===== config.mk =====
export PLATFORM = sky130hd
export DESIGN_NAME = mand_ctrl
export DESIGN_NICKNAME = d
export VERILOG_FILES = /design/src/rtl/mand_pkg.sv /design/src/rtl/mand_ctrl.sv
export SDC_FILE = /design/constraint.sdc
export NUM_CORES = 1
export LEC_CHECK = 0
export ABC_AREA = 1
export BUFFER_PORTS_ARGS = -buffer_cell sky130_fd_sc_hd__buf_2
export CORE_AREA = 4 4 58 60
export CTS_BUF_LIST = sky130_fd_sc_hd__clkbuf_4
export CTS_CLUSTER_DIAMETER = 60
export DETAILED_ROUTE_END_ITERATION = 12
export DIE_AREA = 0 0 62 64
export PLACE_DENSITY = 0.68
export SLEW_MARGIN = 20
export SYNTH_ARGS = -nofsm -noshare
export SYNTH_HDL_FRONTEND = slang
export SYNTH_SLANG_ARGS = --single-unit
export TNS_END_PERCENT = 100

===== constraint.sdc =====
create_clock -name i_clk -period 1.85 [get_ports i_clk]
set_input_delay 0.37 -clock i_clk [delete_from_list [all_inputs] [get_ports i_clk]]
set_output_delay 0.37 -clock i_clk [all_outputs]
set_load 0.01 [all_outputs]

===== src/rtl/mand_pkg.sv =====
// ============================================================================
// mand_pkg
// Shared types, constants and fixed-point helpers for the Mandelbrot
// escape-time pixel core.
// ============================================================================
`default_nettype none

package mand_pkg;

    // Fixed-point format and sizes
    localparam int FRAC_BITS  = 24;
    localparam int DIM_BITS   = 12;
    localparam int FX_W       = 32;
    localparam int CNT_W      = 16;
    localparam int LIM_W      = 31;
    localparam int DIMR_W     = DIM_BITS + 1;
    localparam int MAP_W      = FX_W + DIM_BITS + 1;   // signed span * pixel
    localparam int DIV_W      = MAP_W - 1;             // dividend magnitude
    localparam int DIV_CNT_W  = $clog2(DIV_W);
    localparam int GRAY_W     = 8;

    // Configuration port
    localparam int APB_DW     = 32;
    localparam int APB_AW     = 5;
    localparam int REG_IDX_W  = 3;

    typedef logic signed [FX_W-1:0] t_fx;

    // Register indexes
    localparam logic [REG_IDX_W-1:0] REG_RE_START = 3'd0;
    localparam logic [REG_IDX_W-1:0] REG_RE_SPAN  = 3'd1;
    localparam logic [REG_IDX_W-1:0] REG_IM_START = 3'd2;
    localparam logic [REG_IDX_W-1:0] REG_IM_SPAN  = 3'd3;
    localparam logic [REG_IDX_W-1:0] REG_ESCAPE   = 3'd4;
    localparam logic [REG_IDX_W-1:0] REG_MAX_ITER = 3'd5;
    localparam logic [REG_IDX_W-1:0] REG_WIDTH    = 3'd6;
    localparam logic [REG_IDX_W-1:0] REG_HEIGHT   = 3'd7;

    // Reset values: -2.0, 4.0, -2.0, 4.0, 5.0, 150, 320, 240
    localparam t_fx                RST_START  = -(t_fx'(2) <<< FRAC_BITS);
    localparam t_fx                RST_SPAN   = t_fx'(4) <<< FRAC_BITS;
    localparam logic [LIM_W-1:0]   RST_ESCAPE = LIM_W'(5) << FRAC_BITS;
    localparam logic [CNT_W-1:0]   RST_MAXIT  = CNT_W'(150);
    localparam logic [DIMR_W-1:0]  RST_WIDTH  = DIMR_W'(320);
    localparam logic [DIMR_W-1:0]  RST_HEIGHT = DIMR_W'(240);

    localparam t_fx FX_MAX = {1'b0, {(FX_W-1){1'b1}}};
    localparam t_fx FX_MIN = {1'b1, {(FX_W-1){1'b0}}};

    // Configuration register file contents
    typedef struct packed {
        t_fx                re_start;
        t_fx                re_span;
        t_fx                im_start;
        t_fx                im_span;
        logic [LIM_W-1:0]   escape_limit;
        logic [CNT_W-1:0]   max_iterations;
        logic [DIMR_W-1:0]  image_width;
        logic [DIMR_W-1:0]  image_height;
    } t_cfg;

    // Controller to datapath commands
    typedef struct packed {
        logic load_pix;
        logic map_mul;
        logic sel_im;
        logic div_load_map;
        logic div_load_gray;
        logic div_step;
        logic map_write;
        logic iter_init;
        logic iter_prod;
        logic iter_update;
        logic out_write;
    } t_dp_cmd;

    // Datapath to controller status
    typedef struct packed {
        logic iter_go;
    } t_dp_sts;

    // Sign extension of a fixed-point value to 64 bits
    function automatic logic signed [63:0] sx64(input t_fx v);
        return {{(64-FX_W){v[FX_W-1]}}, v};
    endfunction

    // Saturate a 64-bit signed value to the fixed-point range
    function automatic t_fx sat_fx(input logic signed [63:0] v);
        if (v > sx64(FX_MAX)) begin
            return FX_MAX;
        end else if (v < sx64(FX_MIN)) begin
            return FX_MIN;
        end else begin
            return v[FX_W-1:0];
        end
    endfunction

    // Fixed-point product: floor shift by FRAC_BITS, then saturate
    function automatic t_fx fx_mul(input t_fx a, input t_fx b);
        logic signed [63:0] p;
        logic signed [63:0] s;
        p = sx64(a) * sx64(b);
        s = p >>> FRAC_BITS;
        return sat_fx(s);
    endfunction

endpackage

`default_nettype wire


===== src/rtl/mand_ctrl.sv =====
// ============================================================================
// mand_ctrl
// Sequencer for one pixel: mapping, iteration loop, gray division and the
// output handshake.
// ============================================================================
`default_nettype none

module mand_ctrl
    import mand_pkg::*;
(
    input  wire logic    i_clk,
    input  wire logic    i_rst_n,
    input  wire logic    i_in_valid,
    output logic         o_in_ready,
    output logic         o_out_valid,
    input  wire logic    i_out_ready,
    input  wire t_dp_sts i_sts,
    output t_dp_cmd      o_cmd
);

    typedef enum logic [10:0] {
        S_IDLE = 11'b000_0000_0001,
        S_MUL  = 11'b000_0000_0010,
        S_DLD  = 11'b000_0000_0100,
        S_DIV  = 11'b000_0000_1000,
        S_MAPW = 11'b000_0001_0000,
        S_INIT = 11'b000_0010_0000,
        S_PROD = 11'b000_0100_0000,
        S_TEST = 11'b000_1000_0000,
        S_GLD  = 11'b001_0000_0000,
        S_GDIV = 11'b010_0000_0000,
        S_DONE = 11'b100_0000_0000
    } t_state;

    localparam logic [DIV_CNT_W-1:0] DIV_LAST = DIV_CNT_W'(DIV_W - 1);

    t_state               r_state, n_state;
    logic                 r_sel_im, n_sel_im;
    logic [DIV_CNT_W-1:0] r_div_cnt, n_div_cnt;
    logic                 r_out_vld, n_out_vld;
    logic                 out_free;

    assign o_in_ready  = (r_state == S_IDLE);
    assign o_out_valid = r_out_vld;
    assign out_free    = !r_out_vld || i_out_ready;

    // Next-state and command decode
    always_comb begin
        n_state   = r_state;
        n_sel_im  = r_sel_im;
        n_div_cnt = r_div_cnt;
        n_out_vld = r_out_vld && !i_out_ready;
        o_cmd     = '0;
        o_cmd.sel_im = r_sel_im;
        unique case (r_state)
            S_IDLE: begin
                if (i_in_valid) begin
                    o_cmd.load_pix = 1'b1;
                    n_sel_im       = 1'b0;
                    n_state        = S_MUL;
                end
            end
            S_MUL: begin
                o_cmd.map_mul = 1'b1;
                n_state       = S_DLD;
            end
            S_DLD: begin
                o_cmd.div_load_map = 1'b1;
                n_div_cnt          = '0;
                n_state            = S_DIV;
            end
            S_DIV: begin
                o_cmd.div_step = 1'b1;
                n_div_cnt      = r_div_cnt + 1'b1;
                if (r_div_cnt == DIV_LAST) begin
                    n_state = S_MAPW;
                end
            end
            S_MAPW: begin
                o_cmd.map_write = 1'b1;
                if (r_sel_im) begin
                    n_state = S_INIT;
                end else begin
                    n_sel_im = 1'b1;
                    n_state  = S_MUL;
                end
            end
            S_INIT: begin
                o_cmd.iter_init = 1'b1;
                n_state         = S_PROD;
            end
            S_PROD: begin
                o_cmd.iter_prod = 1'b1;
                n_state         = S_TEST;
            end
            S_TEST: begin
                if (i_sts.iter_go) begin
                    o_cmd.iter_update = 1'b1;
                    n_state           = S_PROD;
                end else begin
                    n_state = S_GLD;
                end
            end
            S_GLD: begin
                o_cmd.div_load_gray = 1'b1;
                n_div_cnt           = '0;
                n_state             = S_GDIV;
            end
            S_GDIV: begin
                o_cmd.div_step = 1'b1;
                n_div_cnt      = r_div_cnt + 1'b1;
                if (r_div_cnt == DIV_LAST) begin
                    n_state = S_DONE;
                end
            end
            S_DONE: begin
                // wait until the output register is free
                if (out_free) begin
                    o_cmd.out_write = 1'b1;
                    n_out_vld       = 1'b1;
                    n_state         = S_IDLE;
                end
            end
            default: n_state = S_IDLE;
        endcase
    end

    // State registers
    always_ff @(posedge i_clk) begin
        if (!i_rst_n) begin
            r_state   <= S_IDLE;
            r_sel_im  <= 1'b0;
            r_div_cnt <= '0;
            r_out_vld <= 1'b0;
        end else begin
            r_state   <= n_state;
            r_sel_im  <= n_sel_im;
            r_div_cnt <= n_div_cnt;
            r_out_vld <= n_out_vld;
        end
    end

endmodule

`default_nettype wire


==> metrics.yaml <==
status: "finished clean"
drt_iter0_markers: 40
maxSlewHeadroom_pct: 74.4
critical_path_peak_fanout: 5
initial_utilization_pct: 42.3
antenna_found_initial: 0
post-route-min-period_ns: 1.76
mostFrequentLayoutCells: "40 x nand2_1, 34 x inv_1, 20 x nor2_1"
die-area_um2: 3970
worst_pin_slew_ns: 0.384
portBuffers: 17
yosysWarnings: 0
syn_inst: 185
setup_tns_ns: 0
cts_buffers: 3
maxSlewViolCount: 0
grt_max_degree: 12
ys_seq_area_share_pct: 30.7
fin_worst_skew_ns: 0.00259
ys_ff_latch: 19
firstDrtPassIters: 4
cts_tree: "yes"
hold_viol: 0
synth_cell_types: 26
final_layout_size_suffix_gt1_share_pct: 28.2
num_rows: 20
hold_class: "input pin to flip-flop"
worstPathRequired_ns: 1.48
cts.reportedPaths.clkPinSlew_ns: 0.11
clk_latency_ns: 0.30
wire_per_inst_um: 10.8
ir_drop_v: 0.000687
ctsHoldBuffers: 0
final-setup-viol-count: 0
grt_pass1_vias: 1014
viasPerCell: 4.79
power.density_nw_per_um2: 1020
chipWidth_um: 62
gp_congestion: 0.817
die_height_um: 64
htreeDepth: 1
io_pins: 18
path_class: "flip-flop to output pin"
hpwl_um: 2030
routed_wl_um: 2550
period_share_pct: 95.2
synth_area_um2: 1240
cts_max_path_buffers: 2
dpl_cell_area_um2: 1340
finish.instance_area_um2: 1430
syn_to_final_growth_pct: 15.1
avgSynthCellArea_um2: 6.70
grt_usage_pct: 14.3
critPathCaptureType: "output pin"
antenna_cells: 0
grt_pass1_wl_um: 4300
grt_overflow: 0
final_common_cell: "nand2_1"
syn_nets: 191
core_um2: 2930
clockRootBuffer: "clkbuf_4"
antenna_left: 0
via_count: 1125
setup.worst_path.start_class: "flip-flop"
clock_sinks: 19
crit_arrival_ns: 1.39
nets: 209
drc_errors: 0
maxCapViolCount: 0
leakagePower_nw: 0.781
clock.fmax_ghz: 0.568
per-layer routing:
metal,track usage [%],wire (µm)
met1,17.4,1060
met4,3.98,20
met3,3.64,139
met5,0,0
met2,24.0,1330
synthesized netlist by cell type (all sizes together):
master	n	area [µm²]
a22oi	1	7.51
o21ai	5	25.0
nor4	1	6.26
nor2	31	186
nand2	53	249
a21oi	9	48.8
buf	3	20.0
clkbuf	1	3.75
nor3	7	35.0
xor2	2	17.5
dfxtp	19	380
xnor2	1	8.76
ha	1	12.5
nand3b	1	7.51
inv	35	131
nand3	12	80.1
nand4	2	12.5
or2	1	6.26
repair_timing:
action,in CTS,in global routing
gates resized for setup,0,16
buffers inserted,0,0
setup endpoints to repair,0,8
flip-flops by register name, summed over array words and instances, names as in the netlist:
signal       flops
o_out_valid      1
r_div_cnt        6
r_sel_im         1
r_state         11
power breakdown:
part / switching (W) / total (W) / internal [W] / leakage [nW]
combinational: 0.000469 / 0.000729 / 0.000260 / 0.608
clock: 0.000130 / 0.000229 / 0.0000987 / 0.0184
sequential: 0.0000470 / 0.000500 / 0.000453 / 0.155
total: 0.000646 / 0.00146 / 0.000812 / 0.781
area by class of cell:
cell class	instances	area [µm²]
inverter	35	131
sequential	19	387
fill	298	1500
multi-input combinational	127	751
timing repair buffer	17	85.1
tap	33	41.3
clock buffer	4	30.0
per-stage QoR:
step / util, % / power (W) / setup slack, ns / instances / hold slack (ns)
after global routing: 48.7 / 0.00158 / -0.0209 / 235 / 0.233
after floorplan: - / 0.00103 / 0.433 / 185 / 0.437
after global placement: 45.8 / 0.00117 / 0.370 / 231 / 0.449
final: 48.7 / 0.00146 / 0.0897 / 235 / 0.234
after detailed placement: 45.8 / 0.00118 / 0.371 / 231 / 0.461
after CTS: 46.8 / 0.00141 / 0.0195 / 235 / 0.230
final timing paths:
| path | slack [ns] | cells past startpoint | to | start |
|---|---|---|---|---|
| setup / recovery | 0.09 | 6 | o_cmd[5] | r_state[7] |
| hold / removal | 0.23 | 2 | r_state[8] | i_sts |
| setup reg to reg | 0.35 | 9 | r_state[6] | r_state[2] |
| hold reg to reg | 0.48 | 2 | r_state[5] | r_sel_im |
critical path, cell delays in order, from the launching register on:
cell and delay, ns:
dfxtp_1 0.36, nor2_2 0.13, nand2_4 0.13, nor2_8 0.14
nand2_2 0.09, nand2_4 0.10, buf_2 0.14
logic make-up (layout without fill, tap and decap cells):
| group | after synthesis | after routing | synth area share (%) |
|---|---|---|---|
| compound gates | 15 | 15 | 6.57 |
| xor+xnor | 3 | 3 | 2.12 |
| fa+ha+maj | 1 | 1 | 1.01 |
| buf+inv | 39 | 56 | 12.5 |
| flops | 19 | 19 | 30.7 |
| simple gates | 108 | 108 | 47.1 |
Note: power is estimated with default switching activity, not from simulation.
