`config.mk`:
```
export PLATFORM = sky130hd
export DESIGN_NAME = mand_regs
export DESIGN_NICKNAME = d
export VERILOG_FILES = /design/src/rtl/mand_pkg.sv /design/src/rtl/mand_regs.sv
export SDC_FILE = /design/constraint.sdc
export NUM_CORES = 1
export LEC_CHECK = 0
export BUFFER_PORTS_ARGS = -buffer_cell sky130_fd_sc_hd__buf_4
export CAP_MARGIN = 20
export CELL_PAD_IN_SITES_DETAIL_PLACEMENT = 2
export CELL_PAD_IN_SITES_GLOBAL_PLACEMENT = 2
export CORE_ASPECT_RATIO = 1.5
export CORE_MARGIN = 2
export CORE_UTILIZATION = 27
export CTS_BUF_LIST = sky130_fd_sc_hd__clkbuf_8
export CTS_CLUSTER_DIAMETER = 120
export CTS_CLUSTER_SIZE = 40
export DETAILED_ROUTE_END_ITERATION = 7
export PLACE_DENSITY_LB_ADDON = 0.15
export REMOVE_ABC_BUFFERS = 1
export SKIP_CTS_REPAIR_TIMING = 1
export SYNTH_ARGS = -nofsm -noshare
export SYNTH_HDL_FRONTEND = slang
export SYNTH_SLANG_ARGS = --single-unit
```
`constraint.sdc`:
```
create_clock -name i_clk -period 1.3 [get_ports i_clk]
set_input_delay 0.065 -clock i_clk [delete_from_list [all_inputs] [get_ports i_clk]]
set_output_delay 0.065 -clock i_clk [all_outputs]
set_load 0.005 [all_outputs]
```
`src/rtl/mand_pkg.sv`:
```
// ============================================================================
// mand_pkg
// Shared types, constants and fixed-point helpers for the Mandelbrot
// escape-time pixel core.
// ============================================================================
`default_nettype none

package mand_pkg;

    // Fixed-point format and sizes
    localparam int FRAC_BITS  = 24;
    localparam int DIM_BITS   = 12;
    localparam int FX_W       = 32;
    localparam int CNT_W      = 16;
    localparam int LIM_W      = 31;
    localparam int DIMR_W     = DIM_BITS + 1;
    localparam int MAP_W      = FX_W + DIM_BITS + 1;   // signed span * pixel
    localparam int DIV_W      = MAP_W - 1;             // dividend magnitude
    localparam int DIV_CNT_W  = $clog2(DIV_W);
    localparam int GRAY_W     = 8;

    // Configuration port
    localparam int APB_DW     = 32;
    localparam int APB_AW     = 5;
    localparam int REG_IDX_W  = 3;

    typedef logic signed [FX_W-1:0] t_fx;

    // Register indexes
    localparam logic [REG_IDX_W-1:0] REG_RE_START = 3'd0;
    localparam logic [REG_IDX_W-1:0] REG_RE_SPAN  = 3'd1;
    localparam logic [REG_IDX_W-1:0] REG_IM_START = 3'd2;
    localparam logic [REG_IDX_W-1:0] REG_IM_SPAN  = 3'd3;
    localparam logic [REG_IDX_W-1:0] REG_ESCAPE   = 3'd4;
    localparam logic [REG_IDX_W-1:0] REG_MAX_ITER = 3'd5;
    localparam logic [REG_IDX_W-1:0] REG_WIDTH    = 3'd6;
    localparam logic [REG_IDX_W-1:0] REG_HEIGHT   = 3'd7;

    // Reset values: -2.0, 4.0, -2.0, 4.0, 5.0, 150, 320, 240
    localparam t_fx                RST_START  = -(t_fx'(2) <<< FRAC_BITS);
    localparam t_fx                RST_SPAN   = t_fx'(4) <<< FRAC_BITS;
    localparam logic [LIM_W-1:0]   RST_ESCAPE = LIM_W'(5) << FRAC_BITS;
    localparam logic [CNT_W-1:0]   RST_MAXIT  = CNT_W'(150);
    localparam logic [DIMR_W-1:0]  RST_WIDTH  = DIMR_W'(320);
    localparam logic [DIMR_W-1:0]  RST_HEIGHT = DIMR_W'(240);

    localparam t_fx FX_MAX = {1'b0, {(FX_W-1){1'b1}}};
    localparam t_fx FX_MIN = {1'b1, {(FX_W-1){1'b0}}};

    // Configuration register file contents
    typedef struct packed {
        t_fx                re_start;
        t_fx                re_span;
        t_fx                im_start;
        t_fx                im_span;
        logic [LIM_W-1:0]   escape_limit;
        logic [CNT_W-1:0]   max_iterations;
        logic [DIMR_W-1:0]  image_width;
        logic [DIMR_W-1:0]  image_height;
    } t_cfg;

    // Controller to datapath commands
    typedef struct packed {
        logic load_pix;
        logic map_mul;
        logic sel_im;
        logic div_load_map;
        logic div_load_gray;
        logic div_step;
        logic map_write;
        logic iter_init;
        logic iter_prod;
        logic iter_update;
        logic out_write;
    } t_dp_cmd;

    // Datapath to controller status
    typedef struct packed {
        logic iter_go;
    } t_dp_sts;

    // Sign extension of a fixed-point value to 64 bits
    function automatic logic signed [63:0] sx64(input t_fx v);
        return {{(64-FX_W){v[FX_W-1]}}, v};
    endfunction

    // Saturate a 64-bit signed value to the fixed-point range
    function automatic t_fx sat_fx(input logic signed [63:0] v);
        if (v > sx64(FX_MAX)) begin
            return FX_MAX;
        end else if (v < sx64(FX_MIN)) begin
            return FX_MIN;
        end else begin
            return v[FX_W-1:0];
        end
    endfunction

    // Fixed-point product: floor shift by FRAC_BITS, then saturate
    function automatic t_fx fx_mul(input t_fx a, input t_fx b);
        logic signed [63:0] p;
        logic signed [63:0] s;
        p = sx64(a) * sx64(b);
        s = p >>> FRAC_BITS;
        return sat_fx(s);
    endfunction

endpackage

`default_nettype wire

```
`src/rtl/mand_regs.sv`:
```
// ============================================================================
// mand_regs
// APB-style configuration register file for the window, limits and image size.
// ============================================================================
`default_nettype none

module mand_regs
    import mand_pkg::*;
(
    input  wire logic              i_clk,
    input  wire logic              i_rst_n,
    input  wire logic              psel,
    input  wire logic              penable,
    input  wire logic              pwrite,
    input  wire logic [APB_AW-1:0] paddr,
    input  wire logic [APB_DW-1:0] pwdata,
    output logic      [APB_DW-1:0] prdata,
    output logic                   pready,
    output t_cfg                   o_cfg
);

    t_cfg                 r_cfg;
    logic                 wr_en;
    logic [REG_IDX_W-1:0] reg_idx;

    assign pready  = 1'b1;
    assign wr_en   = psel & penable & pwrite;
    assign reg_idx = paddr[APB_AW-1:2];
    assign o_cfg   = r_cfg;

    // Register writes on the access phase of a transfer
    always_ff @(posedge i_clk) begin
        if (!i_rst_n) begin
            r_cfg.re_start       <= RST_START;
            r_cfg.re_span        <= RST_SPAN;
            r_cfg.im_start       <= RST_START;
            r_cfg.im_span        <= RST_SPAN;
            r_cfg.escape_limit   <= RST_ESCAPE;
            r_cfg.max_iterations <= RST_MAXIT;
            r_cfg.image_width    <= RST_WIDTH;
            r_cfg.image_height   <= RST_HEIGHT;
        end else if (wr_en) begin
            unique case (reg_idx)
                REG_RE_START: r_cfg.re_start       <= pwdata;
                REG_RE_SPAN:  r_cfg.re_span        <= pwdata;
                REG_IM_START: r_cfg.im_start       <= pwdata;
                REG_IM_SPAN:  r_cfg.im_span        <= pwdata;
                REG_ESCAPE:   r_cfg.escape_limit   <= pwdata[LIM_W-1:0];
                REG_MAX_ITER: r_cfg.max_iterations <= pwdata[CNT_W-1:0];
                REG_WIDTH:    r_cfg.image_width    <= pwdata[DIMR_W-1:0];
                REG_HEIGHT:   r_cfg.image_height   <= pwdata[DIMR_W-1:0];
                default: ;
            endcase
        end
    end

    // Read-back mux
    always_comb begin
        unique case (reg_idx)
            REG_RE_START: prdata = r_cfg.re_start;
            REG_RE_SPAN:  prdata = r_cfg.re_span;
            REG_IM_START: prdata = r_cfg.im_start;
            REG_IM_SPAN:  prdata = r_cfg.im_span;
            REG_ESCAPE:   prdata = APB_DW'(r_cfg.escape_limit);
            REG_MAX_ITER: prdata = APB_DW'(r_cfg.max_iterations);
            REG_WIDTH:    prdata = APB_DW'(r_cfg.image_width);
            REG_HEIGHT:   prdata = APB_DW'(r_cfg.image_height);
            default:      prdata = '0;
        endcase
    end

endmodule

`default_nettype wire

```
==> impl_results.md, run 1 <==
* Status: complete, but fails checks
* Failing checks: negative setup slack
* Wirelength per Cell at roughly 23 um
* Final Util at 41.7%
* Largest net degree at the start of global routing at 105
* Post-Synthesis Cells at between 1,000 and 1,500
* Crit path required time at ~1200 ps
* Clock Pin Slew Worst Setup and Hold Paths at 260 ps
* I/O pin count at 276
* CP Launch Type: flop
* Syn. warnings at 0
* Die Width at 154 um
* Routed Antenna Nets at 0
* Initial antenna violation count at 1
* Layout cells sized above 1 at 42.9%
* Hold Slack at 133 ps
* Max-slew headroom at around 31%
* Max clock buf depth at 3
* TritonCTS clock tree: built
* Synthesized flop and latch total at between 200 and 250
* Critical path class: flop to primary output
* Post-synth cell types at 39
* Via count at slightly below 10,000
* Layout Nets at 1,524
* CTS root buf: clkbuf_8
* Mapped Area at slightly above 0.009 mm^2
* Max-cap violation count at 0
* Number of flops mapped to enable cells by yosys at 0
* CORE AREA at 0.0333 mm^2
* Max frequency at 537 MHz
* RSZ-0062 raised after global routing: yes
* Layout area overhead at 52.6%
* Fin crit period at 1860 ps
* TritonRoute pass-1 iters at 4
* Hold Path Class: input pin to flop
* Crit path max fanout at 3
* Via density at 5.05
* Max IR drop VDD at 0.000877 V
* Die Ht at 229 um
* Number of global-route vias before repair at 9,980
* Worst setup EP type: primary output
* Post-Route WL at 44,300 um
* Overall global routing resource usage at 23.5%
* Residual DRC at 0
* Final WS setup at -562 ps
* Pwr dens at between 700 and 800 mW/mm^2
* Clock Latency Late Sink at 560 ps
* First-pass GRT wire length at 62,900 um
* GP Congestion at 0.751
* Placed Area at 0.0126 mm^2
* Rows at 82
* Max reg flops at roughly 200
* Num CTS Buffers at 9
* WP data arrival at 1800 ps
* Leak Pwr at 5.64 nW
* Share of the yosys chip area belonging to registers at between 40% and 50%
* Die area at about 0.035 mm^2
* Number of setup violations in the final report at 32
* First DRT Iteration DRCs at 355
* Clk_skew at 0 ps
* Post-synth top flop: dfxtp_1
* Ys async rst share at 0%
* Ratio of final minimum period to clock period at 143%
* Starting Density at around 27%
* Clock Sink Count at 201
* Grt ovf at 0
* H-tree Lvls at 1
* PortBufs at 272
* Worst-margin pin slew at 1040 ps
* Fillers at 3,729
* Post-place setup slack at -471 ps
* Number of hold violations in the final report at 0
* Post-route cell area at 0.0139 mm^2
* DP HPWL at 30,800 um
* Max Slew Vio Count at 0
* Avg Inst Size Synth at 8.24 um^2
==> cell usage in the layout, fill, tap and decap left out, types with 6 or more instances in the layout <==
cell type      count
dlygate4sd3_1     33
o21ai_0           13
buf_4            317
nand2b_1           6
mux2i_1           22
nand3b_1           6
dfxtp_1           77
clkbuf_8           9
nand3_1           28
inv_1             14
nor2_2             7
buf_12            24
a22o_1            19
o2bb2ai_1         10
a21boi_0         115
nor2_1            29
a21boi_1          58
nand2_1          391
dfxtp_2          122
buf_6             95
a221oi_2          17
mux4_2            16
==> routing by layer <==
metal	routed length, um	vias to the layer above	global-route usage [%]	part of all wire [%]
met2	24400	215	45.9	55
li1	-	4440	-	-
met4	851	0	6.02	1.9
met3	1850	38	2.93	4.2
met1	17200	4910	26.4	39
met5	0	-	0	0
==> Yosys cell counts (2+ instances only) <==
library cell	instances	area share [%]
a211oi_1	2	0.16
a21boi_0	115	9.5
a21boi_1	58	4.8
a21oi_1	8	0.44
a221oi_1	21	2.0
a222oi_1	2	0.22
a22o_1	19	1.8
a31oi_1	2	0.14
and2_1	2	0.14
buf_2	55	3.0
buf_4	12	0.99
clkbuf_1	34	1.4
clkbuf_2	3	0.16
dfxtp_1	201	44
inv_1	15	0.62
mux2i_1	24	2.6
mux4_2	16	3.9
nand2_1	391	16
nand2b_1	6	0.41
nand3_1	28	1.5
nand3b_1	6	0.49
nor2_1	36	1.5
nor2_2	3	0.21
nor2b_1	5	0.34
o21ai_0	13	0.71
o22ai_1	3	0.21
o2bb2ai_1	10	0.96
or2_2	4	0.27
or3_1	3	0.21
==> worst paths after layout <==
kind	from	endpoint	slack, ps	cells after the start
worst max register to register	o_cfg[15]	o_cfg[15]	410	3
worst max-delay path	o_cfg[93]	prdata[20]	-560	3
worst min register to register	o_cfg[192]	o_cfg[192]	490	2
worst min-delay path	paddr[4]	o_cfg[115]	130	6
==> stage by stage <==
stage	TNS, ps	std cells	power [mW]
3_3_place_gp	-39500	1833	7.66
2_1_floorplan	-49670	1002	6.74
4_1_cts	-17320	1844	10.5
5_1_grt	-18350	1903	11.0
6_report	-15360	1903	10.6
3_5_place_dp	-47500	1833	7.68
==> kinds of logic (layout without fill, tap and decap cells) <==
group | after synthesis | count (layout) | synth area share [%]
simple gates | 490 | 490 | 21.9
other cells | 1 | 2 | 0.0411
compound gates | 255 | 255 | 21.1
mux | 40 | 40 | 6.58
buf+inv | 120 | 495 | 6.23
flops | 201 | 201 | 44.1
==> critical path, cell delays in order (launching register included) <==
cell and delay (ps):
dfxtp_2 390, mux4_2 470, a22o_1 220, buf_4 140
==> layout make-up <==
class	count	area [um^2]	area share [%]
Inverter	15	56.3	0.404
Timing Repair Buffer	469	4260	30.6
Clock buffer	9	124	0.890
Antenna cell	1	2.50	0.0180
Clock inverter	2	37.5	0.270
Tap cell	420	526	3.78
Sequential cell	201	4180	30.1
Multi-Input combinational cell	786	4730	34.0
==> power breakdown <==
| group | total, mW | switching [mW] | internal [mW] |
|---|---|---|---|
| combinational | 1.44 | 0.753 | 0.689 |
| clock | 2.87 | 2.18 | 0.693 |
| sequential | 6.27 | 0.0432 | 6.22 |
Power figures use the tool's default switching activity.
==> inputs of run 2 (changes only) <==
Settings changed: GPL_TIMING_DRIVEN set to 0.
==> run 2 against run 1 <==
  * The run still ends with negative setup slack left
  * Critical path depth rose by 2
  * Hold slack got worse by 110 ps
  * Final cell count decreased by 5.3%
  * Non-clock buffer count decreased by 103
  * Largest cell class unchanged
==> impl_results.md, run 2 (synthesized netlist as in run 1, its figures left out) <==
* Share of power burned in registers at 59.6% (was 59.2%)
* Ratio of final minimum period to clock period at 141% (was 143%)
* Max IR drop VDD at 0.000668 V (was 0.000877 V)
* Fillers at 3,719 (was 3,729)
* Via count at 9,095 (was 9,603)
* Die Width at 154 um (unchanged)
* Commonest non-fill, non-tap cell in the layout: nand2_1 (unchanged)
* Failing checks: negative setup slack (unchanged)
* Max frequency at 546 MHz (was 537 MHz)
* TritonRoute pass-1 iters at 5 (was 4)
* RSZ-0062 raised after global routing: yes (unchanged)
* Max-slew headroom at 38.7% (was 30.5%)
* Max Slew Vio Count at 0 (unchanged)
* Starting Density at 27.4% (unchanged)
* Routed Antenna Nets at 0 (unchanged)
* Crit path cell chain: nor2b_2 -> o22ai_1 -> a222oi_1 -> nor2_1 -> buf_4 (was mux4_2 -> a22o_1 -> buf_4)
* Initial antenna violation count at 1 (unchanged)
* Clk_skew at 0 ps (unchanged)
* Layout area overhead at 40.9% (was 52.6%)
* Most frequent cells in the layout: nand2_1 (391), buf_4 (278), a21boi_0 (115), dfxtp_1 (115), dfxtp_2 (85) (was nand2_1 (391), buf_4 (317), dfxtp_2 (122))
* Leak Pwr at 5.08 nW (was 5.64 nW)
* I/O pin count at 276 (unchanged)
* Max clock buf depth at 3 (unchanged)
* First-pass GRT wire length at 59,900 um (was 62,900 um)
* Rows at 82 (unchanged)
* Clock Latency Late Sink at 510 ps (was 560 ps)
* Crit path max fanout at 2 (was 3)
* Die Ht at 229 um (unchanged)
* Max reg flops at 201 (unchanged)
* Buf/Inv on CP at 1 (unchanged)
* First DRT Iteration DRCs at 272 (was 355)
* CP Launch Type: flop (unchanged)
* Crit path required time at 1240 ps (about the same)
* CORE AREA at 0.0333 mm^2 (unchanged)
* Number of setup violations in the final report at 84 (was 32)
* Via density at 5.04 (was 5.05)
* Status: complete, but fails checks (unchanged)
* Critical path class: flop to primary output (unchanged)
* Delay-heaviest family, CP: compound AO/OA/AOI/OAI gates (was multiplexers)
* Num CTS Buffers at 9 (unchanged)
* Worst setup EP type: primary output (unchanged)
* WP data arrival at 1770 ps (was 1800 ps)
* Gate power share at 12.6% (was 13.6%)
* Post-place setup slack at -2130 ps (was -471 ps)
* Hold Slack at 25.6 ps (was 133 ps)
* H-tree Lvls at 1 (unchanged)
* Clock Power Share at 27.7% (was 27.2%)
* Final WS setup at -533 ps (was -562 ps)
* Int Pwr at 7.56 mW (was 7.61 mW)
* Layout Nets at 1,422 (was 1,524)
* DP HPWL at 26,600 um (was 30,800 um)
* Die area at 0.0353 mm^2 (unchanged)
* Clock Sink Count at 201 (unchanged)
* Sw Ratio at 28.1% (about the same)
* Worst-margin pin slew at 916 ps (was 1040 ps)
* CTS root buf: clkbuf_8 (unchanged)
* Layout cells sized above 1 at 34.5% (was 42.9%)
* P_sw at 2.95 mW (was 2.98 mW)
* TritonCTS clock tree: built (unchanged)
* Overall global routing resource usage at 22.2% (was 23.5%)
* Residual DRC at 0 (unchanged)
* Fin crit period at 1830 ps (was 1860 ps)
* PortBufs at 272 (unchanged)
* Pwr dens at 818 mW/mm^2 (was 760 mW/mm^2)
* Number of global-route vias before repair at 9,253 (was 9,980)
* Post-Route WL at 42,300 um (was 44,300 um)
* GP Congestion at 0.722 (was 0.751)
* Largest net degree at the start of global routing at 104 (was 105)
* Wirelength per Cell at 23.5 um (was 23.3 um)
* Hold Path Class: input pin to flop (unchanged)
* Clock Pin Slew Worst Setup and Hold Paths at 250 ps (was 260 ps)
* CP max-delay cell: a222oi_1 (was mux4_2)
* Grt ovf at 0 (unchanged)
* Flop2flop setup slack at 520 ps (was 410 ps)
* Number of hold violations in the final report at 0 (unchanged)
* Max-cap violation count at 0 (unchanged)
* CP max stage delay at 410 ps (was 470 ps)
==> run 2: cell types whose count changed in the layout (fill, tap and decap cells not counted), moves of 11 or more <==
cell / change
buf_12: -11
buf_4: -39
a221oi_2: -12
dfxtp_1: +38
buf_6: -68
a221oi_1: +12
dfxtp_2: -37
==> run 2: tightest hold or removal path, cell delays in order <==
cell and delay [ps]:
buf_6 120, buf_16 190, a21boi_0 170
==> run 2: power groups by stage <==
stage | clock (mW) | sequential (mW) | combinational, mW
after floorplan | 0 | 6.38 | 0.359
after global placement | 0 | 6.39 | 1.07
after detailed placement | 0 | 6.39 | 1.12
after CTS | 3.07 | 6.28 | 1.12
after global routing | 3.28 | 6.28 | 1.42
final | 2.92 | 6.27 | 1.33
==> run 2: per-layer routing <==
layer  track usage [%]  wire length, um  up-vias
met5                 0                0        -
met2              42.6            22700      187
met4              4.59             1020        0
met1              26.1            16900     4637
li1                  -                -     4229
met3              2.99             1690       42
==> run 2: final cells by class <==
| cell class | count | area (um^2) | share of cell area [%] |
|---|---|---|---|
| sequential | 201 | 4130 | 32.2 |
| antenna | 1 | 2.50 | 0.0195 |
| clock inverter | 4 | 47.5 | 0.370 |
| multi-input combinational | 787 | 4680 | 36.4 |
| timing repair buffer | 366 | 3280 | 25.5 |
| clock buffer | 9 | 124 | 0.964 |
| tap | 420 | 526 | 4.09 |
| inverter | 15 | 58.8 | 0.458 |
==> run 2: worst paths after layout <==
kind / end / from / cells past startpoint
worst max-delay path: prdata[15] / o_cfg[152] / 5
worst min-delay path: o_cfg[128] / i_rst_n / 3
worst max register to register: o_cfg[92] / o_cfg[92] / 3
worst min register to register: o_cfg[49] / o_cfg[49] / 2
==> run 2: metrics by stage <==
stage                     util (%)  cell area [um^2]  setup TNS (ps)  total power, mW  std cells
after floorplan                  -              8610          -49670             6.74       1002
after global placement        33.5             11200         -639690             7.46       1694
after detailed placement      34.7             11600         -356680             7.51       1711
after CTS                     35.2             11700         -232410             10.5       1724
after global routing          38.5             12900          -27370             11.0       1803
final                         38.5             12900          -22240             10.5       1803
